===== src/design/dkd_pkg.sv =====
package dkd_pkg;

    localparam int TABLE_SLOTS_DEF = 2048;
    localparam int QUEUE_DEPTH     = 2;
    localparam int KEY_W           = 64;
    localparam int HASH_W_MAX      = 16;
    localparam int SLOT_FIELD_W    = 11;

    localparam logic [31:0] HASH_MULT = 32'd2654435761;

    typedef enum logic {
        ACT_INSERT = 1'b0,
        ACT_CLEAR  = 1'b1
    } t_action;

    typedef enum logic [2:0] {
        ST_INSERTED  = 3'd0,
        ST_DUPLICATE = 3'd1,
        ST_FULL      = 3'd2,
        ST_ZERO_KEY  = 3'd3,
        ST_CLEARED   = 3'd4
    } t_status;

    typedef enum logic [1:0] {
        CMD_INSERT = 2'd0,
        CMD_ZERO   = 2'd1,
        CMD_CLEAR  = 2'd2
    } t_cmd_kind;

    typedef enum logic [1:0] {
        BS_INIT  = 2'd0,
        BS_IDLE  = 2'd1,
        BS_PROBE = 2'd2,
        BS_CLEAR = 2'd3
    } t_back_state;

    typedef struct packed {
        t_action            action;
        logic [KEY_W-1:0]   key;
    } t_item;

    typedef struct packed {
        t_status                  status;
        logic [SLOT_FIELD_W-1:0]  slot;
    } t_result;

    typedef struct packed {
        t_cmd_kind              kind;
        logic [KEY_W-1:0]       key;
        logic [HASH_W_MAX-1:0]  hash;
    } t_cmd;

endpackage


===== src/design/dkd_fifo.sv =====
module dkd_fifo
    import dkd_pkg::*;
#(
    parameter int W     = 8,
    parameter int DEPTH = QUEUE_DEPTH
) (
    input  logic         i_clk,
    input  logic         i_rst_n,
    input  logic         i_push,
    input  logic [W-1:0] i_data,
    output logic         o_full,
    input  logic         i_pop,
    output logic [W-1:0] o_data,
    output logic         o_empty
);

    localparam int PTR_W = $clog2(DEPTH);
    localparam int CNT_W = $clog2(DEPTH + 1);
    localparam logic [PTR_W-1:0] PTR_LAST = PTR_W'(DEPTH - 1);

    logic [W-1:0]     r_mem [DEPTH];
    logic [PTR_W-1:0] r_wr;
    logic [PTR_W-1:0] r_rd;
    logic [CNT_W-1:0] r_cnt;
    logic [PTR_W-1:0] n_wr;
    logic [PTR_W-1:0] n_rd;
    logic [CNT_W-1:0] n_cnt;
    logic             do_push;
    logic             do_pop;

    assign o_full  = (r_cnt == CNT_W'(DEPTH));
    assign o_empty = (r_cnt == '0);
    assign o_data  = r_mem[r_rd];
    assign do_push = i_push && !o_full;
    assign do_pop  = i_pop && !o_empty;

    always_comb begin
        n_wr  = r_wr;
        n_rd  = r_rd;
        n_cnt = r_cnt;
        if (do_push) begin
            n_wr = (r_wr == PTR_LAST) ? '0 : PTR_W'(r_wr + PTR_W'(1));
        end
        if (do_pop) begin
            n_rd = (r_rd == PTR_LAST) ? '0 : PTR_W'(r_rd + PTR_W'(1));
        end
        if (do_push && !do_pop) begin
            n_cnt = CNT_W'(r_cnt + CNT_W'(1));
        end else if (do_pop && !do_push) begin
            n_cnt = CNT_W'(r_cnt - CNT_W'(1));
        end
    end

    always_ff @(posedge i_clk) begin
        if (!i_rst_n) begin
            r_wr  <= '0;
            r_rd  <= '0;
            r_cnt <= '0;
        end else begin
            r_wr  <= n_wr;
            r_rd  <= n_rd;
            r_cnt <= n_cnt;
        end
    end

    always_ff @(posedge i_clk) begin
        if (do_push) begin
            r_mem[r_wr] <= i_data;
        end
    end

endmodule


===== config.mk =====
export PLATFORM = sky130hd
export DESIGN_NAME = dkd_fifo
export DESIGN_NICKNAME = d
export VERILOG_FILES = /design/src/design/dkd_pkg.sv /design/src/design/dkd_fifo.sv
export SDC_FILE = /design/constraint.sdc
export NUM_CORES = 1
export LEC_CHECK = 0
export BUFFER_PORTS_ARGS = -buffer_cell sky130_fd_sc_hd__buf_2
export CORE_UTILIZATION = 39
export CTS_CLUSTER_SIZE = 25
export DETAILED_ROUTE_END_ITERATION = 8
export GPL_TIMING_DRIVEN = 0
export PLACE_DENSITY_LB_ADDON = 0.05
export SLEW_MARGIN = 15
export SYNTH_ARGS = -nofsm -noshare
export SYNTH_HDL_FRONTEND = slang
export SYNTH_SLANG_ARGS = --single-unit

===== constraint.sdc =====
create_clock -name i_clk -period 1.4 [get_ports i_clk]
set_input_delay 0.28 -clock i_clk [delete_from_list [all_inputs] [get_ports i_clk]]
set_output_delay 0.28 -clock i_clk [all_outputs]
set_load 0.1 [all_outputs]

==> impl_metrics.env, run 1 <==
export IMPL_gp_congestion=0.713
export IMPL_grt_usage=0.114
export IMPL_maxSlewViolCount=0
export IMPL_start_kind="flop"
export IMPL_yosysWarnings=0
export IMPL_violations="negative setup slack"
export IMPL_netlist_area_um2=810
export IMPL_portBuffers=21
export IMPL_cp_max_fo=8
export IMPL_die_y_um=47.6
export IMPL_finalCritPeriodShare=1.11
export IMPL_syn_num_nets=63
export IMPL_worstPathArrival_ns=1.27
export IMPL_final_layout_size_suffix_gt1_frac=0.617
export IMPL_setup_viol=18
export IMPL_grt_pass1_vias=416
export IMPL_grt_max_degree=13
export IMPL_synth_seq_cells=21
export IMPL_cts_buffers=3
export IMPL_crit_slowest_cell="dfxtp_2"
export IMPL_fin_skew_ns=0.000911
export IMPL_htree_levels=1
export IMPL_cp_required_ns=1.12
export IMPL_dpl_hpwl_um=782
export IMPL_synth_distinct_cells=20
export IMPL_routedWlPerCell_um=11.1
export IMPL_n_antenna_cell=0
export IMPL_reg2reg_depth=6
export IMPL_async_flop_share=0
export IMPL_fin_crit_ns=1.55
export IMPL_fp_dieArea_um2=2260
export IMPL_grt_remaining_overflow=0
export IMPL_ioPinCount=22
export IMPL_drt_pass1_iterations=2
export IMPL_grt_antenna_before_repair=0
export IMPL_whs_path_depth=1
export IMPL_grt_pass1_wl_mm=1.74
export IMPL_yosysSeqAreaShare=0.717
export IMPL_ant_nets=0
export IMPL_vias_per_cell=4.49
export IMPL_insertion_delay_ns=0.29
export IMPL_area_growth_pct=56.9
export IMPL_ys_flop_type="edfxtp_1"
export IMPL_core_um2=1960
export IMPL_clockRootBuffer="clkbuf_4"
export IMPL_final_util=0.647
export IMPL_initial_core_util=0.413
export IMPL_via_count=485
export IMPL_postCtsHoldBufs=0
export IMPL_die_width_um=47.6
export IMPL_layout_nets=95
export IMPL_drc_errors=0
export IMPL_cts_sinks=21
export IMPL_clock_fmax_ghz=0.645
export IMPL_drtIter0Drc=1
export IMPL_hold_viol=0
export IMPL_rsz0062_at_grt="yes"
export IMPL_max_stage_delay_ns=0.35
export IMPL_rows=16
export IMPL_clk_path_buf_depth=2
export IMPL_syn_area_per_cell_um2=16.2
export IMPL_setup_ws_ns=-0.151
export IMPL_drt_total_wl_mm=1.20
export IMPL_synth_edf_count=16
export IMPL_status="finished with violations"
export IMPL_hold_class="in -> reg"
export IMPL_cts_tree="built"
export IMPL_crit_chain="buf_8 -> mux2_4 -> buf_12"
export IMPL_clk_pin_slew_worst_paths_ns=0.11
export IMPL_slew_limit_headroom=0.800
export IMPL_setup_worst_path_class="reg -> out"
export IMPL_crit_path_end_kind="output pin"
export IMPL_tightestPinTransition_ns=0.298
export IMPL_maxCapViolations=0
export IMPL_syn_inst=50
## sequential cells by signal, indices dropped and copies added (netlist names), named ones only
signal	cells
r_wr	1
r_rd	1
r_cnt	2
r_mem	16
## metrics by stage
step	cell area (um^2)	worst slack [ns]	setup TNS (ns)	hold WS [ns]	std cells
after floorplan	847	-0.111	-0.129	0.379	50
after global placement	986	-0.123	-1.16	0.469	98
after detailed placement	986	-0.139	-1.48	0.471	98
after CTS	1240	-0.172	-1.93	0.156	105
after global routing	1270	-0.202	-2.68	0.150	108
final	1270	-0.151	-1.77	0.167	108
## synthesized netlist by cell type (all sizes together) (2+ instances only)
| master | count | area share |
|---|---|---|
| edfxtp | 16 | 0.59 |
| mux2 | 8 | 0.11 |
| dfxtp | 5 | 0.12 |
| and2 | 3 | 0.023 |
| a21boi | 2 | 0.019 |
| inv | 2 | 0.0093 |
| nor2 | 2 | 0.0093 |
| o21ai | 2 | 0.012 |
| xnor2 | 2 | 0.022 |
## final cells by class
type,instances,area (um^2)
Clock buffer,3,22.5
Clock inverter,1,5.00
Multi-Input combinational cell,26,284
Inverter,2,20.0
Sequential cell,21,587
Buffer,1,15.0
Tap cell,27,33.8
Timing Repair Buffer,27,303
Fill cell,164,692
## kinds of logic after synthesis
kind of cell,after synthesis,share of synthesized area
DFF,21,0.717
and+or+nand+nor,9,0.0680
muxes,8,0.111
AOI/OAI and AO/OA,5,0.0402
xor gates and xnor gates,3,0.0325
buffers and inverters,3,0.0154
adders and majority gates,1,0.0155
## repair_timing
item	CTS	global route
hold endpoints to repair	0	0
endpoints found under the setup margin	20	19
pin swaps	2	2
setup buffers	3	3
resized for setup	54	2
## critical path: cells and delay by family (launching register included)
| family | cells | cell delay, ns |
|---|---|---|
| muxes | 1 | 0.32 |
| buffers and inverters | 2 | 0.31 |
| DFF | 1 | 0.35 |
## placed cells by master, fill, tap and decap left out
cell type  count
dfxtp_4        1
dfxtp_1        2
ha_4           1
buf_2         11
o21ai_0        1
nand2b_4       1
clkinv_2       1
buf_12         9
edfxtp_1      16
dfxtp_2        2
clkbuf_4       3
inv_1          1
or3_1          1
xor2_1         1
a21boi_0       1
and2_1         3
mux2_4         8
nor3_4         1
buf_4          3
xnor2_1        2
a21boi_1       1
o21a_1         1
nor2_2         1
nor2_4         1
and3_2         1
o21ai_1        1
buf_6          4
buf_8          1
inv_12         1
## path summary, 6_finish.rpt
check                               start           to  slack, ns
worst max-delay path                 flop    o_data[4]      -0.15
worst min-delay path            i_data[4]  r_mem[0][4]       0.17
worst max register to register   r_cnt[0]  r_mem[0][0]      -0.08
worst min register to register   r_cnt[1]     r_cnt[1]       0.54
## layer usage
layer	global-route usage	routed length, um	share of wire	vias to the layer above
li1	-	-	-	244
met1	0.144	554	0.46	230
met2	0.192	599	0.50	11
met3	0.0340	47	0.039	0
met4	0.0333	0	0	0
met5	0	0	0	-
Power of run 1 is left out: the tool's default activity adds up to more than one toggle a clock period on the data nets, which glitch-free logic cannot reach.
==> run 2: changes to the inputs <==
--- a/config.mk
+++ b/config.mk
@@ -6,7 +6,7 @@
 export NUM_CORES = 1
 export LEC_CHECK = 0
 export BUFFER_PORTS_ARGS = -buffer_cell sky130_fd_sc_hd__buf_2
-export CORE_UTILIZATION = 39
+export CORE_UTILIZATION = 44
 export CTS_CLUSTER_SIZE = 25
 export DETAILED_ROUTE_END_ITERATION = 8
 export GPL_TIMING_DRIVEN = 0
==> run 2 against run 1 <==
The flow still finishes with violations (negative setup slack); die area shrank 11%; design area grew 4.3%; wire length grew 20%; core utilization grew 12 points; critical path type unchanged; largest cell class unchanged; highest routed layer is now met4.
==> impl_metrics.env, run 2 (synthesis results as in run 1) <==
export IMPL_initial_core_util=0.469
export IMPL_fin_crit_ns=1.55
export IMPL_crit_path_end_kind="output pin"
export IMPL_slew_limit_headroom=0.869
export IMPL_worst_path_stages=3
export IMPL_clk_pin_slew_worst_paths_ns=0.11
export IMPL_multi_input_area_um2=304
export IMPL_clockRootBuffer="clkbuf_4"
export IMPL_maxSlewViolCount=0
export IMPL_setup_ws_ns=-0.152
export IMPL_crit_slowest_cell="dfxtp_2"
export IMPL_reg_largest_list="r_mem x16, r_cnt x2"
export IMPL_max_stage_delay_ns=0.35
export IMPL_clk_path_buf_depth=2
export IMPL_fp_dieArea_um2=2020
export IMPL_cts_tree="built"
export IMPL_ioPinCount=22
export IMPL_path_buf_inv=2
export IMPL_cp_max_fo=8
export IMPL_grt_pass1_wl_mm=2.24
export IMPL_crit_chain="buf_8 -> mux2_4 -> buf_12"
export IMPL_hold_viol=0
export IMPL_setup_viol=17
export IMPL_gp_congestion=0.628
export IMPL_hold_class="in -> reg"
export IMPL_core_um2=1730
export IMPL_maxCapViolations=0
export IMPL_portBuffers=21
export IMPL_whs_path_depth=1
export IMPL_finalCritPeriodShare=1.11
export IMPL_die_y_um=44.9
export IMPL_cp_top_family="flip-flops"
export IMPL_place_area_um2=983
export IMPL_reg2reg_depth=6
export IMPL_layout_nets=98
export IMPL_grt_antenna_before_repair=0
export IMPL_fin_skew_ns=0.00359
export IMPL_clock_fmax_ghz=0.644
export IMPL_drt_total_wl_mm=1.45
export IMPL_final_cell_mix="edfxtp_1, buf_2, buf_12"
export IMPL_cts_buffers=3
export IMPL_n_antenna_cell=0
export IMPL_status="finished with violations"
export IMPL_drtIter0Drc=7
export IMPL_grt_pass1_vias=495
export IMPL_grt_remaining_overflow=0
export IMPL_largest_reg_flops=16
export IMPL_routedWlPerCell_um=13.3
export IMPL_dpl_hpwl_um=851
export IMPL_hold_slack_ns=0.165
export IMPL_final_layout_size_suffix_gt1_frac=0.631
export IMPL_tightestPinTransition_ns=0.195
export IMPL_layout_commonest_cell="edfxtp_1"
export IMPL_fill_cells=130
export IMPL_via_count=513
export IMPL_worstPathArrival_ns=1.27
export IMPL_die_width_um=44.9
export IMPL_setup_worst_path_class="reg -> out"
export IMPL_grt_max_degree=12
export IMPL_rsz0062_at_grt="yes"
export IMPL_drt_pass1_iterations=4
export IMPL_top_register="r_mem"
export IMPL_final_area_um2=1330
export IMPL_drc_errors=0
export IMPL_register_area_um2=589
export IMPL_violations="negative setup slack"
export IMPL_cts_sinks=21
export IMPL_vias_per_cell=4.71
export IMPL_insertion_delay_ns=0.29
export IMPL_htree_levels=1
export IMPL_area_growth_pct=63.7
export IMPL_rows=15
export IMPL_final_util=0.767
export IMPL_start_kind="flop"
export IMPL_grt_usage=0.164
export IMPL_post_place_ws_ns=-0.145
export IMPL_ant_nets=0
export IMPL_cp_required_ns=1.12
[run 2: per-stage QoR]
step,TNS [ns],std cells
2_1_floorplan,-0.129,50
3_3_place_gp,-1.37,96
3_5_place_dp,-1.49,96
4_1_cts,-2.01,102
5_1_grt,-2.59,109
6_report,-1.72,109
[run 2: worst paths after layout]
check,startpoint,to,slack (ns)
max,flop,o_data[0],-0.15
min,i_data[4],r_mem[1][4],0.17
max reg2reg,r_cnt[0],r_mem[0][7],-0.07
min reg2reg,r_cnt[1],r_cnt[1],0.60
[run 2: what timing repair did]
| item | 4_1_cts | 5_1_grt |
|---|---|---|
| cloned | 0 | 0 |
| resized for setup | 53 | 8 |
| pin swaps | 2 | 5 |
| setup endpoints to repair | 20 | 19 |
| hold buffers | 0 | 0 |
| setup buffers | 2 | 7 |
[run 2: area by class of cell]
cell class              instances  area share
clock buffers                   4      0.0198
plain buffers                   1      0.0113
inverters                       2      0.0151
flip-flops and latches         21       0.445
multi-input cells              26       0.229
well taps                      25      0.0236
repair buffers                 30       0.256
[run 2: metal layers]
metal	global-route usage	routed length [um]
met1	0.201	662
met2	0.271	709
met3	0.0480	54
met4	0.0727	20
met5	0	0
Power of run 2 is left out for the same reason.
==> run 3: changes to the inputs <==
--- a/config.mk
+++ b/config.mk
@@ -11,6 +11,7 @@
 export DETAILED_ROUTE_END_ITERATION = 8
 export GPL_TIMING_DRIVEN = 0
 export PLACE_DENSITY_LB_ADDON = 0.05
+export SKIP_LAST_GASP = 1
 export SLEW_MARGIN = 15
 export SYNTH_ARGS = -nofsm -noshare
 export SYNTH_HDL_FRONTEND = slang
==> run 3 against run 2 <==
The flow still finishes with violations (negative setup slack); first-iteration DRC count down 43%; wire length shrank 3.1%; non-clock buffer count shrank 1; sequential share of layout area increased by 0.73 points; register-to-register slack gained 0.02 ns; core utilization down 1.2 points; critical path depth did not move; maximum frequency about the same; count of clock-buffer cells in the layout stayed put; die area stayed put; largest cell class unchanged.
==> impl_metrics.env, run 3 (synthesis results as in run 1) <==
export IMPL_rrSetupSlack_ns=-0.05
export IMPL_final_area_um2=1300
export IMPL_tightestPinTransition_ns=0.277
export IMPL_setup_ws_ns=-0.153
export IMPL_routedWlPerCell_um=13.0
export IMPL_place_area_um2=983
export IMPL_crit_path_end="o_data[0]"
export IMPL_grt_pass1_wl_mm=2.22
export IMPL_r2r_start="r_cnt[0]"
export IMPL_drt_total_wl_mm=1.40
export IMPL_fin_crit_ns=1.55
export IMPL_layout_nets=97
export IMPL_layout_commonest_cell="edfxtp_1"
export IMPL_crit_path_end_kind="output pin"
export IMPL_cts_buffers=3
export IMPL_reg2reg_depth=7
export IMPL_register_area_um2=589
export IMPL_n_antenna_cell=0
export IMPL_initial_core_util=0.469
export IMPL_gp_congestion=0.628
export IMPL_slew_limit_headroom=0.817
export IMPL_clk_path_buf_depth=2
export IMPL_cts_sinks=21
export IMPL_final_layout_size_suffix_gt1_frac=0.627
export IMPL_ioPinCount=22
export IMPL_vias_per_cell=4.77
export IMPL_die_width_um=44.9
export IMPL_postCtsHoldBufs=0
export IMPL_die_y_um=44.9
export IMPL_violations="negative setup slack"
export IMPL_dpl_hpwl_um=851
export IMPL_start_kind="flop"
export IMPL_worstPathArrival_ns=1.27
export IMPL_setup_viol=11
export IMPL_largest_reg_flops=16
export IMPL_hold_class="in -> reg"
export IMPL_reg_largest_list="r_mem x16, r_cnt x2"
export IMPL_fill_cells=136
export IMPL_status="finished with violations"
export IMPL_grt_max_degree=12
export IMPL_final_cell_mix="edfxtp_1, buf_2, buf_12"
export IMPL_cp_required_ns=1.12
export IMPL_top_register="r_mem"
export IMPL_drc_errors=0
export IMPL_drtIter0Drc=4
export IMPL_grt_pass1_vias=492
export IMPL_drt_pass1_iterations=4
export IMPL_fin_skew_ns=0.00323
export IMPL_setup_worst_path_class="reg -> out"
export IMPL_post_place_ws_ns=-0.145
export IMPL_fp_dieArea_um2=2020
export IMPL_ant_nets=0
export IMPL_core_um2=1730
export IMPL_grt_usage=0.163
export IMPL_htree_levels=1
export IMPL_grt_antenna_before_repair=0
export IMPL_rows=15
export IMPL_rsz0062_at_grt="yes"
export IMPL_maxCapViolations=0
export IMPL_finalCritPeriodShare=1.11
export IMPL_cp_max_fo=8
export IMPL_via_count=515
export IMPL_clk_pin_slew_worst_paths_ns=0.11
export IMPL_maxSlewViolCount=0
export IMPL_multi_input_area_um2=295
export IMPL_cts_tree="built"
export IMPL_clockRootBuffer="clkbuf_4"
export IMPL_portBuffers=21
export IMPL_r2r_end="r_cnt[1]"
export IMPL_grt_remaining_overflow=0
export IMPL_hold_viol=0
export IMPL_clock_fmax_ghz=0.644
export IMPL_area_growth_pct=61.1
export IMPL_insertion_delay_ns=0.29
-- run 3: changes by cell type in the layout (fill, tap and decap cells not counted) --
cell    delta
buf_6      +2
and3_2     +1
nor2_2     +1
nor2_4     -1
buf_4      -2
and3_4     -1
buf_12     -1
-- run 3: repair_timing --
action	CTS	global route
pin swaps	2	4
resized for setup	51	7
setup endpoints to repair	20	27
buffers inserted	2	6
-- run 3: critical path, cell delays in order, from the launching register on --
cell	delay [ns]
dfxtp_2	0.35
buf_8	0.14
mux2_4	0.32
buf_12	0.17
-- run 3: area by class of cell --
cell class | count | share of cell area
plain buffers | 1 | 0.0115
well taps | 25 | 0.0240
inverters | 2 | 0.0154
repair buffers | 29 | 0.250
flip-flops and latches | 21 | 0.452
clock buffers | 4 | 0.0202
multi-input cells | 26 | 0.226
-- run 3: metrics by stage --
step	TNS [ns]	hold slack [ns]	util	std cells
3_5_place_dp	-1.49	0.471	0.570	96
4_1_cts	-2.69	0.153	0.706	102
2_1_floorplan	-0.129	0.379	-	50
3_3_place_gp	-1.37	0.469	0.570	96
6_report	-1.29	0.164	0.755	108
5_1_grt	-2.20	0.140	0.755	108
-- run 3: layer usage --
layer | routed length (um) | up-vias | GRT usage
li1 | - | 247 | -
met1 | 636 | 254 | 0.198
met2 | 718 | 14 | 0.271
met3 | 45 | 0 | 0.0480
met4 | 0 | 0 | 0.0727
met5 | 0 | - | 0
-- run 3: worst min-delay path by stage --
| stage | cells after the start | start | to |
|---|---|---|---|
| floorplan | 0 | i_data[0] | r_mem[0][0] |
| global placement | 1 | i_data[4] | r_mem[0][4] |
| detailed placement | 1 | i_data[6] | r_mem[0][6] |
| CTS | 1 | i_data[4] | r_mem[0][4] |
| global route | 1 | i_data[4] | r_mem[0][4] |
| finish | 1 | i_data[4] | r_mem[1][4] |
Power of run 3 is left out for the same reason.
