[config.mk]
export PLATFORM = sky130hd
export DESIGN_NAME = dkd_front
export DESIGN_NICKNAME = d
export VERILOG_FILES = /design/src/design/dkd_pkg.sv /design/src/design/dkd_front.sv
export SDC_FILE = /design/constraint.sdc
export NUM_CORES = 1
export LEC_CHECK = 0
export ABC_AREA = 1
export BUFFER_PORTS_ARGS = -buffer_cell sky130_fd_sc_hd__buf_2
export CAP_MARGIN = 20
export CORE_MARGIN = 3
export CORE_UTILIZATION = 45
export CTS_CLUSTER_SIZE = 30
export DETAILED_ROUTE_END_ITERATION = 10
export GPL_TIMING_DRIVEN = 0
export PLACE_DENSITY = 0.79
export SLEW_MARGIN = 20
export SYNTH_ARGS = -nofsm -noshare
export SYNTH_HDL_FRONTEND = slang
export SYNTH_SLANG_ARGS = --single-unit
[constraint.sdc]
create_clock -name i_clk -period 4.89 [get_ports i_clk]
set_input_delay 0.978 -clock i_clk [delete_from_list [all_inputs] [get_ports i_clk]]
set_output_delay 0.978 -clock i_clk [all_outputs]
set_load 0.02 [all_outputs]
[src/design/dkd_pkg.sv]
package dkd_pkg;

    localparam int TABLE_SLOTS_DEF = 2048;
    localparam int QUEUE_DEPTH     = 2;
    localparam int KEY_W           = 64;
    localparam int HASH_W_MAX      = 16;
    localparam int SLOT_FIELD_W    = 11;

    localparam logic [31:0] HASH_MULT = 32'd2654435761;

    typedef enum logic {
        ACT_INSERT = 1'b0,
        ACT_CLEAR  = 1'b1
    } t_action;

    typedef enum logic [2:0] {
        ST_INSERTED  = 3'd0,
        ST_DUPLICATE = 3'd1,
        ST_FULL      = 3'd2,
        ST_ZERO_KEY  = 3'd3,
        ST_CLEARED   = 3'd4
    } t_status;

    typedef enum logic [1:0] {
        CMD_INSERT = 2'd0,
        CMD_ZERO   = 2'd1,
        CMD_CLEAR  = 2'd2
    } t_cmd_kind;

    typedef enum logic [1:0] {
        BS_INIT  = 2'd0,
        BS_IDLE  = 2'd1,
        BS_PROBE = 2'd2,
        BS_CLEAR = 2'd3
    } t_back_state;

    typedef struct packed {
        t_action            action;
        logic [KEY_W-1:0]   key;
    } t_item;

    typedef struct packed {
        t_status                  status;
        logic [SLOT_FIELD_W-1:0]  slot;
    } t_result;

    typedef struct packed {
        t_cmd_kind              kind;
        logic [KEY_W-1:0]       key;
        logic [HASH_W_MAX-1:0]  hash;
    } t_cmd;

endpackage

[src/design/dkd_front.sv]
module dkd_front
    import dkd_pkg::*;
#(
    parameter int TABLE_SLOTS = TABLE_SLOTS_DEF
) (
    input  logic  i_clk,
    input  logic  i_rst_n,
    input  logic  i_hold,
    input  logic  i_push,
    input  t_item i_item,
    output logic  o_full,
    output logic  o_cmd_push,
    output t_cmd  o_cmd,
    input  logic  i_cmd_full
);

    localparam int SLOT_W = $clog2(TABLE_SLOTS);

    logic                  r_valid;
    t_item                 r_item;
    logic                  accept;
    logic [SLOT_W-1:0]     hash_src;
    logic [2*SLOT_W-1:0]   product;

    assign o_full     = i_hold || (r_valid && i_cmd_full);
    assign accept     = i_push && !o_full;
    assign o_cmd_push = r_valid && !i_cmd_full;

    // Only the low bits of the product reach the slot index, so a narrow
    // multiply of key bits from bit 4 upward gives the same home slot.
    assign hash_src = r_item.key[4 +: SLOT_W];
    assign product  = {SLOT_W'(0), hash_src} * {SLOT_W'(0), HASH_MULT[SLOT_W-1:0]};

    always_comb begin
        o_cmd.key  = r_item.key;
        o_cmd.hash = HASH_W_MAX'(product[SLOT_W-1:0]);
        if (r_item.action == ACT_CLEAR) begin
            o_cmd.kind = CMD_CLEAR;
        end else if (r_item.key == '0) begin
            o_cmd.kind = CMD_ZERO;
        end else begin
            o_cmd.kind = CMD_INSERT;
        end
    end

    always_ff @(posedge i_clk) begin
        if (!i_rst_n) begin
            r_valid <= 1'b0;
        end else if (accept) begin
            r_valid <= 1'b1;
        end else if (o_cmd_push) begin
            r_valid <= 1'b0;
        end
    end

    always_ff @(posedge i_clk) begin
        if (accept) begin
            r_item <= i_item;
        end
    end

endmodule

==> results of run 1 <==
## layout make-up
cell class / instances / area (um^2) / share of cell area, %
Inverter: 42 / 158 / 3.72
Clock buffer: 10 / 128 / 3.01
Multi-Input combinational cell: 130 / 922 / 21.8
Clock inverter: 6 / 33.8 / 0.798
Buffer: 9 / 67.6 / 1.60
Tap cell: 77 / 96.3 / 2.27
Sequential cell: 66 / 1970 / 46.6
Timing Repair Buffer: 159 / 858 / 20.3
## cell families (layout without fill, tap and decap cells)
| group | Yosys count | in the layout | synth area share, % |
|---|---|---|---|
| AND/OR/NAND/NOR | 88 | 88 | 11.8 |
| flip-flops | 66 | 66 | 64.8 |
| buffers and inverters | 51 | 226 | 7.40 |
| adder cells (fa/ha/maj) | 31 | 31 | 14.5 |
| AO/OA/AOI/OAI | 4 | 4 | 0.781 |
| XOR/XNOR | 2 | 2 | 0.576 |
| other | 1 | 5 | 0.123 |
## critical path: stages, from the launching register on
cell	delay (ps)
edfxtp_1	380
inv_2	50
ha_1	280
inv_2	40
fa_1	520
inv_1	50
fa_1	480
inv_2	40
fa_1	510
inv_2	50
ha_4	290
nand2_2	60
o21ai_2	150
nand3_1	90
nand2_1	90
inv_1	40
nand2_1	50
nand2_1	70
buf_6	130
## registers in the layout (all words and copies together) (netlist names)
register / cells
r_item: 1
o_cmd: 64
r_valid: 1
## metal layers
metal | track usage (%) | wire length [um] | vias up
met1 | 17.3 | 2250 | 1087
li1 | - | - | 1138
met5 | 0 | 0 | -
met3 | 10.5 | 903 | 20
met4 | 9.34 | 249 | 0
met2 | 36.6 | 4030 | 120
## report_power, final
part	internal, mW	switching, mW	leakage [nW]
clock	0.179	0.192	0.0811
sequential	0.651	0.0138	0.616
combinational	0.153	0.204	1.33
total	0.984	0.411	2.03
## cell usage in the layout (no fill, tap or decap), types with 2 or more instances in the layout
master	n
buf_12	2
buf_6	2
buf_4	17
ha_4	3
nand2_1	33
inv_1	36
nor2_1	38
clkbuf_8	9
inv_2	6
clkinv_2	2
fa_1	7
ha_1	20
edfxtp_1	65
conb_1	5
clkinv_1	2
nand4_1	7
buf_2	147
nand3_1	6
## timing repair
action                                  CTS  global route
hold buffers                              0             0
pin swaps                                 0            10
setup buffers                             4             5
gates resized for setup                   2            13
endpoints found under the setup margin    1             1
## stage by stage
step                instances  hold slack [ps]  TNS [ps]
finish                    499              614         0
floorplan                 247              523         0
global route              499              688         0
detailed placement        474              591         0
CTS                       494              619         0
global placement          472              535    -25510
## path summary, 6_finish.rpt
check	start	end	slack, ps	cells after the start
setup / recovery	o_cmd[25]$_DFFE_PP_	o_cmd[10]	230	18
hold / removal	r_valid$_SDFFE_PN0P_	r_valid$_SDFFE_PN0P_	610	4
setup reg to reg	r_valid$_SDFFE_PN0P_	o_cmd[54]$_DFFE_PP_	3550	4
hold reg to reg	r_valid$_SDFFE_PN0P_	r_valid$_SDFFE_PN0P_	610	4
==> results by group, run 1 <==
Cells and area
  • Share of layout cells above drive strength 1: a little under half
  • Area grow syn2layout: 39.2%
  • Nets@finish: 518
  • Finished layout cell area: ~4200 um^2
  • Finished Core Util: between 60% and 70%
  • # diodes: 0
  • Fill cell count: between 400 and 500

STA
  • Min Tclk post-route: approximately 4700 ps
  • Fmax: 214 MHz
  • Pins Over Slew Limit: 0
  • RSZ-0062 raised after global routing: false
  • Number of failing hold endpoints at the final stage: 0
  • Tcrit/Tclk final: ~95%
  • Worst clock skew: 9.83 ps
  • Slack of the critical path: between 200 and 250 ps
  • Final setup viols: 0

Place
  • Worst slack, placed: about 210 ps
  • HPWL after DPL: approximately 6 mm
  • Port bufs: approximately 150
  • DP Area: ~4000 um^2
  • Routability cong.: approximately 0.8

Clocking
  • Clk sinks: 66
  • Clock-pin slew on the worst setup and hold paths: 70 ps
  • Clock Path Buffers: 2
  • CTS Buf Count: 9
  • H-tree levels: 3
  • CTS tree: done
  • Worst skew pair latency: around 330 ps
  • Root Driver: clkbuf_8

Critical path
  • Worst setup path category: register to output port
  • WP data required: 3910 ps
  • Crit path max fanout: 3
  • Worst Path Arrival: approximately 3700 ps
  • Setup crit end kind: output port
  • Startpoint Class: register

Power
  • PwrDens: between 300 and 400 nW/um^2
  • Total power: 1.39 mW
  • Worst vdd ir: around 0.00024 V
  • Pleak: around 2 nW

Drt
  • Final ANT Viol Nets: 0
  • Routed vias/inst: about 4.7
  • Wirelength, routed: about 7.4 mm
  • WL/cell: about 15 um
  • Via count: 2365
  • Initial DRC Count: 83
  • Drt pass-1 iters: 4
  • Drc violations: 0

Die
  • Core area: about 6500 um^2
  • Die X: 88.2 um
  • Row Count: 29
  • Initial Utilization: between 40% and 50%
  • Die height: about 88 um
  • Die ar.: between 7000 and 8000 um^2
  • IO Count: between 150 and 200

Global routing
  • Grt ovf: 0
  • Largest net degree at the start of global routing: 32
  • Global-route wire length before repair: 11.2 mm
  • Vias in the first global route: between 2000 and 2500
  • GRT Util Overall: between 15 and 20%
  • Initial antenna violation count: 0

Logic synthesis
  • Avg Inst Size Synth: about 13 um^2
  • Synth warn: 0
  • Main synth FF type: edfxtp_1
  • EDFF count, synth: 65
  • Top-count cell post-synth: edfxtp_1
  • Synth unique cells: 19
  • Asr flop ratio synth: 0%
  • Post-synthesis sequential area ratio: between 60 and 70%
  • Post-synth top area share: around 64%
  • Syn Inst Count: ~240
  • Mapped Area: roughly 3000 um^2
  • Synth area leader: edfxtp_1
  • FF+latch count, synth: 66
  • Synth area leaders: edfxtp_1 (64%), ha_1 (9.9%), inv_1 (5.1%), nor2_1 (4.8%), fa_1 (4.6%)
  • Commonest cells post-synth: edfxtp_1 (65), inv_1 (41), nor2_1 (39), nand2_1 (34), ha_1 (24)

Min path
  • Min-Delay Path Class: register to register

Job
  • Max cap viols: 0

Run status
  • Status: completed
No activity file was read; power rests on OpenSTA's default activity.
==> inputs of run 2 (changes only) <==
Settings changed: ABC_AREA 1 to not set, PLACE_DENSITY 0.79 to 0.8.
==> run 2 against run 1 <==
  * Sequential share of layout area rose by 3.1 points
  * Routed wire length decreased by 5.8%
  * Flip-flop and latch count stayed put
  * Critical endpoint unchanged
  * Highest routed layer unchanged
  * Largest cell class unchanged
==> results by group, run 2 <==
STA
  • Worst clock skew: 6.64 ps
  • RSZ-0062 raised after global routing: false
  • Setup tns final: 0 ps
  • Tcrit/Tclk final: between 90% and 100%
  • Pins Over Slew Limit: 0
  • Final setup viols: 0
  • Min Tclk post-route: roughly 4700 ps
  • Number of failing hold endpoints at the final stage: 0
  • Fmax: roughly 210 MHz

Die
  • Die X: 86.1 um
  • Initial Utilization: ~48%
  • Core area: roughly 6100 um^2
  • IO Count: between 150 and 200
  • Row Count: 28
  • Die ar.: 7420 um^2
  • Die height: between 80 and 90 um

Drt
  • Drc violations: 0
  • Wirelength, routed: between 6 and 7 mm
  • Via count: between 2000 and 2500
  • Final ANT Viol Nets: 0
  • Initial DRC Count: slightly below 60
  • WL/cell: 16.7 um
  • Drt pass-1 iters: 5
  • Routed vias/inst: 4.79

Logic synthesis
  • Synth area leaders: edfxtp_1 (68%), ha_1 (10%), fa_1 (4.9%), inv_1 (3.4%), nor4_1 (2.8%)
  • Top-count cell post-synth: edfxtp_1
  • EDFF count, synth: 65
  • Commonest cells post-synth: edfxtp_1 (65), inv_1 (26), ha_1 (24), nor4_1 (13)
  • Synth unique cells: 18
  • Asr flop ratio synth: 0%
  • Synth area leader: edfxtp_1
  • Avg Inst Size Synth: between 15 and 20 um^2
  • Synth warn: 0
  • Post-synthesis sequential area ratio: between 60% and 70%
  • Syn Inst Count: between 150 and 200
  • Post-synth top area share: about two thirds
  • FF+latch count, synth: between 60 and 70
  • Main synth FF type: edfxtp_1
  • Mapped Area: slightly below 3000 um^2

Cells and area
  • Commonest non-fill, non-tap cells in the layout: buf_2 (148), edfxtp_1 (65), inv_1 (26), ha_1 (24), nor4_1 (13)
  • # diodes: 0
  • Largest register FFs: 64
  • Finished layout cell area: 3970 um^2
  • FF/Latch Area: between 1500 and 2000 um^2
  • Area grow syn2layout: 37.5%
  • Most common cell after layout, fill and taps aside: buf_2
  • Fill cell count: ~450
  • Multi-input gate area: between 700 and 800 um^2
  • Non-Filler Instances: 420
  • Nets@finish: 441
  • Share of layout cells above drive strength 1: just over 50%

Clocking
  • Cts repair resizes: 0
  • Clock Path Buffers: 2
  • Worst skew pair latency: 320 ps
  • CTS tree: done
  • Clk sinks: between 60 and 70
  • H-tree levels: 3
  • Clock-pin slew on the worst setup and hold paths: 70 ps
  • Hold buffer count at CTS: 0
  • Post-CTS Setup Inserts: 0
  • Root Driver: clkbuf_8
  • CTS Buf Count: 9

Power
  • Clk network pwr share: 31.1%
  • Reg power frac: 47.1%
  • Sw power: about 0.40 mW
  • Comb power frac: a little over a fifth
  • PwrDens: about 360 nW/um^2
  • Worst vdd ir: around 0.00037 V
  • Pleak: ~1.8 nW
  • Sw Share: between 20 and 30%
  • Total power: roughly 1.4 mW
  • P_int: just over 1 mW

Critical path
  • Crit path max fanout: 5
  • Worst R2R Start: r_valid$_SDFFE_PN0P_
  • WP data required: 3910 ps
  • Worst setup path category: register to output port
  • Crit Reg-Reg Endpoint: o_cmd[20]$_DFFE_PP_
  • Setup crit end kind: output port
  • Crit. Startpoint: o_cmd[22]$_DFFE_PP_
  • Crit path capture: o_cmd[10]
  • R2R depth: 3
  • Worst Path Arrival: around 3700 ps
  • Startpoint Class: register
  • R2r setup slk: approximately 3400 ps

Global routing
  • Largest net degree at the start of global routing: 50
  • Global-route wire length before repair: about 10 mm
  • Vias in the first global route: ~2000
  • Grt ovf: 0
  • GRT Util Overall: 19.4%
  • Initial antenna violation count: 0

Run status
  • Status: completed

Job
  • Max cap viols: 0

Place
  • DP Cell Count: between 400 and 500
  • Routability cong.: 0.771
  • DP Area: roughly 3800 um^2
  • HPWL after DPL: roughly 5.6 mm
  • Port bufs: 148

Min path
  • Min-Delay Path Class: register to register
==> run 2: cell types whose count changed after synthesis, sizes merged, moves of 3 or more <==
| cell | previous run | this run |
|---|---|---|
| nand2 | 34 | 0 |
| nor4 | 0 | 13 |
| nor2 | 39 | 1 |
| nand3 | 6 | 0 |
| xnor2 | 1 | 10 |
| nor4b | 0 | 3 |
| nand4 | 7 | 4 |
| inv | 42 | 26 |
==> run 2: power groups by stage <==
stage	Sequential, mW	Clock [mW]	Combinational, mW
after global routing	0.670	0.475	0.338
after global placement	0.680	0	0.302
after floorplan	0.707	0	0.178
after detailed placement	0.679	0	0.311
after CTS	0.667	0.451	0.312
final	0.667	0.439	0.308
==> run 2: cell type report <==
class / count / share of cell area, %
plain buffers: 9 / 1.70
clock buffers: 10 / 3.21
clock inverters: 6 / 1.70
inverters: 26 / 2.46
multi-input cells: 77 / 19.4
flip-flops and latches: 66 / 49.7
well taps: 75 / 2.36
repair buffers: 151 / 19.5
==> run 2: metal layers <==
metal	vias to the layer above	wire, um	global-route usage, %	share of wire [%]
li1	955	-	-	-
met1	929	2300	20.3	33
met2	116	3820	34.2	55
met3	13	714	6.72	10
met4	0	170	9.64	2.4
met5	-	0	0	0
==> run 2: through the flow <==
| step | setup slack [ps] | utilization (%) | hold WS, ps |
|---|---|---|---|
| 3_5_place_dp | 488 | 62.1 | 534 |
| 3_3_place_gp | 508 | 61.7 | 515 |
| 4_1_cts | 105 | 65.3 | 557 |
| 6_report | 201 | 65.5 | 564 |
| 5_1_grt | 25.3 | 65.5 | 604 |
| 2_1_floorplan | 535 | - | 493 |
==> run 2: how the worst min path moves through the flow <==
stage,from,endpoint,slack [ps],depth (start not counted)
finish,r_valid$_SDFFE_PN0P_,r_valid$_SDFFE_PN0P_,560,2
global route,r_valid$_SDFFE_PN0P_,r_valid$_SDFFE_PN0P_,600,2
CTS,r_valid$_SDFFE_PN0P_,r_valid$_SDFFE_PN0P_,560,2
detailed placement,r_valid$_SDFFE_PN0P_,r_valid$_SDFFE_PN0P_,530,2
global placement,r_valid$_SDFFE_PN0P_,r_valid$_SDFFE_PN0P_,520,2
floorplan,r_valid$_SDFFE_PN0P_,r_valid$_SDFFE_PN0P_,490,2
==> run 2: cells by family after synthesis <==
group	after synthesis	share of synthesized area [%]
adder cells (fa/ha/maj)	31	15.2
AO/OA/AOI/OAI	6	1.21
XOR/XNOR	11	4.07
buffers and inverters	35	5.72
other	1	0.130
AND/OR/NAND/NOR	24	5.37
flip-flops	66	68.3
==> run 2: worst max-delay path, cell delays in order, from the launching register on <==
cell,delay [ps]
edfxtp_1,460
ha_1,340
inv_1,60
fa_1,530
inv_1,60
fa_1,530
inv_1,50
fa_1,520
inv_1,40
ha_1,320
a21oi_1,170
xnor2_1,130
buf_2,180
==> inputs of run 3 (changes only) <==
Settings changed: BUFFER_PORTS_ARGS -buffer_cell sky130_fd_sc_hd__buf_2 to -buffer_cell sky130_fd_sc_hd__clkbuf_2.
==> run 3 against run 2 <==
  * Sequential power barely moved
  * Non-clock buffer count fell by 2
  * Sequential share of layout area rose by 0.62 points
  * First-iteration DRC count fell by 1.7%
  * Power fell by 5.0%
  * Design area fell by 1.2%
  * Die area did not move
  * Fmax fell by 0.65%
==> results by group, run 3 (synthesis results as in run 2) <==
Clocking
  • Post-CTS Setup Inserts: 0
  • Hold buffer count at CTS: 0
  • CTS Buf Count: 9
  • Root Driver: clkbuf_8
  • Cts repair resizes: 0
  • Clock-pin slew on the worst setup and hold paths: around 70 ps
  • Clk sinks: 66
  • H-tree levels: 3
  • Clock Path Buffers: 2
  • CTS tree: done
  • Worst skew pair latency: between 300 and 400 ps

Drt
  • Routed vias/inst: about 4.7
  • WL/cell: between 15 and 20 um
  • Via count: about 2000
  • Final ANT Viol Nets: 0
  • Drc violations: 0
  • Drt pass-1 iters: 4
  • Wirelength, routed: 6.67 mm
  • Initial DRC Count: just under 60

STA
  • Hold_ws: between 500 and 600 ps
  • Pins Over Slew Limit: 0
  • Worst clock skew: between 4 and 5 ps
  • Final setup viols: 0
  • Min Tclk post-route: 4720 ps
  • Setup tns final: 0 ps
  • Fmax: ~210 MHz
  • Number of failing hold endpoints at the final stage: 0
  • RSZ-0062 raised after global routing: false
  • Tcrit/Tclk final: between 90% and 100%

Global routing
  • Largest net degree at the start of global routing: 40
  • Initial antenna violation count: 0
  • Grt ovf: 0
  • Vias in the first global route: ~2000
  • GRT Util Overall: between 10% and 20%
  • Global-route wire length before repair: 10.1 mm

Cells and area
  • Nets@finish: approximately 440
  • Finished Core Util: between 60% and 70%
  • Most common cell after layout, fill and taps aside: clkbuf_2
  • Area grow syn2layout: 35.8%
  • Commonest non-fill, non-tap cells in the layout: clkbuf_2 (148), edfxtp_1 (65), inv_1 (26), ha_1 (24), nor4_1 (13)
  • # diodes: 0
  • Largest register FFs: 64
  • Finished layout cell area: 3920 um^2
  • Share of layout cells above drive strength 1: about half

Critical path
  • Slowest cell on crit path: fa_1
  • Crit. Startpoint: o_cmd[21]$_DFFE_PP_
  • Setup crit end kind: output port
  • Slowest stage delay, CP: approximately 530 ps
  • Most frequent CP cell: inv_1
  • WP data required: 3910 ps
  • Worst Path Arrival: ~3700 ps
  • CP cell instances: ha_1, inv_1, fa_1, inv_1, fa_1, inv_1, fa_1, inv_1, ha_1, a21oi_1, xnor2_1, clkbuf_2
  • Crit path max fanout: 5
  • Startpoint Class: register
  • Worst R2R Start: r_valid$_SDFFE_PN0P_
  • Worst setup path category: register to output port

Power
  • Sw power: around 0.38 mW
  • Worst vdd ir: ~0.0003 V
  • Total power: between 1 and 1.5 mW
  • PwrDens: between 300 and 400 nW/um^2
  • Pleak: 1.83 nW
  • Comb power frac: 22.7%
  • Clk network pwr share: 27.6%
  • Sw Share: 28.5%
  • P_int: a little under 1 mW
  • Reg power frac: around half

Min path
  • Min-Delay Path Class: register to register
  • Worst Min Path Start: r_valid$_SDFFE_PN0P_

Die
  • Initial Utilization: 47.7%
  • IO Count: approximately 150
  • Die X: between 80 and 90 um
  • Core area: between 6000 and 7000 um^2
  • Row Count: 28
  • Die height: 86.1 um
  • Die ar.: between 7000 and 8000 um^2

Place
  • Port bufs: roughly 150
  • HPWL after DPL: about 5.4 mm
  • DP Area: about 3800 um^2
  • Routability cong.: ~0.79

Job
  • Max cap viols: 0

Run status
  • Status: completed
-- run 3: layout make-up --
cell class	count	area, um^2
Fill cell	467	2140
Inverter	26	97.6
Multi-Input combinational cell	77	769
Buffer	9	67.6
Sequential cell	66	1970
Timing Repair Buffer	149	761
Tap cell	75	93.8
Clock inverter	6	33.8
Clock buffer	10	128
-- run 3: metrics by stage --
stage	std cells	setup slack, ps
after global routing	418	7.24
after CTS	418	126
after global placement	401	511
after detailed placement	402	499
final	418	171
after floorplan	178	535
-- run 3: worst paths after layout --
| kind | slack, ps | to | cells after the start |
|---|---|---|---|
| setup / recovery | 170 | o_cmd[10] | 12 |
| hold / removal | 560 | r_valid$_SDFFE_PN0P_ | 2 |
| setup reg to reg | 3350 | o_cmd[24]$_DFFE_PP_ | 3 |
| hold reg to reg | 560 | r_valid$_SDFFE_PN0P_ | 2 |
-- run 3: per-layer routing --
| layer | share of wire [%] | track usage [%] | vias up |
|---|---|---|---|
| met5 | 0 | 0 | - |
| met4 | 3.4 | 10.4 | 0 |
| met3 | 10 | 7.59 | 21 |
| met2 | 54 | 32.8 | 91 |
| met1 | 33 | 18.0 | 914 |
| li1 | - | - | 950 |
-- run 3: power groups by stage --
stage               Clock [mW]  Combinational [mW]  Sequential [mW]
floorplan                    0               0.178            0.707
global route             0.406               0.336            0.671
detailed placement           0               0.310            0.680
finish                   0.370               0.305            0.668
global placement             0               0.302            0.680
CTS                      0.379               0.311            0.668
-- run 3: worst max-delay path: cells and delay by family, from the launching register on --
kind	cells	cell delay (ps)
xor gates and xnor gates	1	130
buffers and inverters	5	390
AOI/OAI and AO/OA	1	170
DFF	1	480
adders and majority gates	5	2240
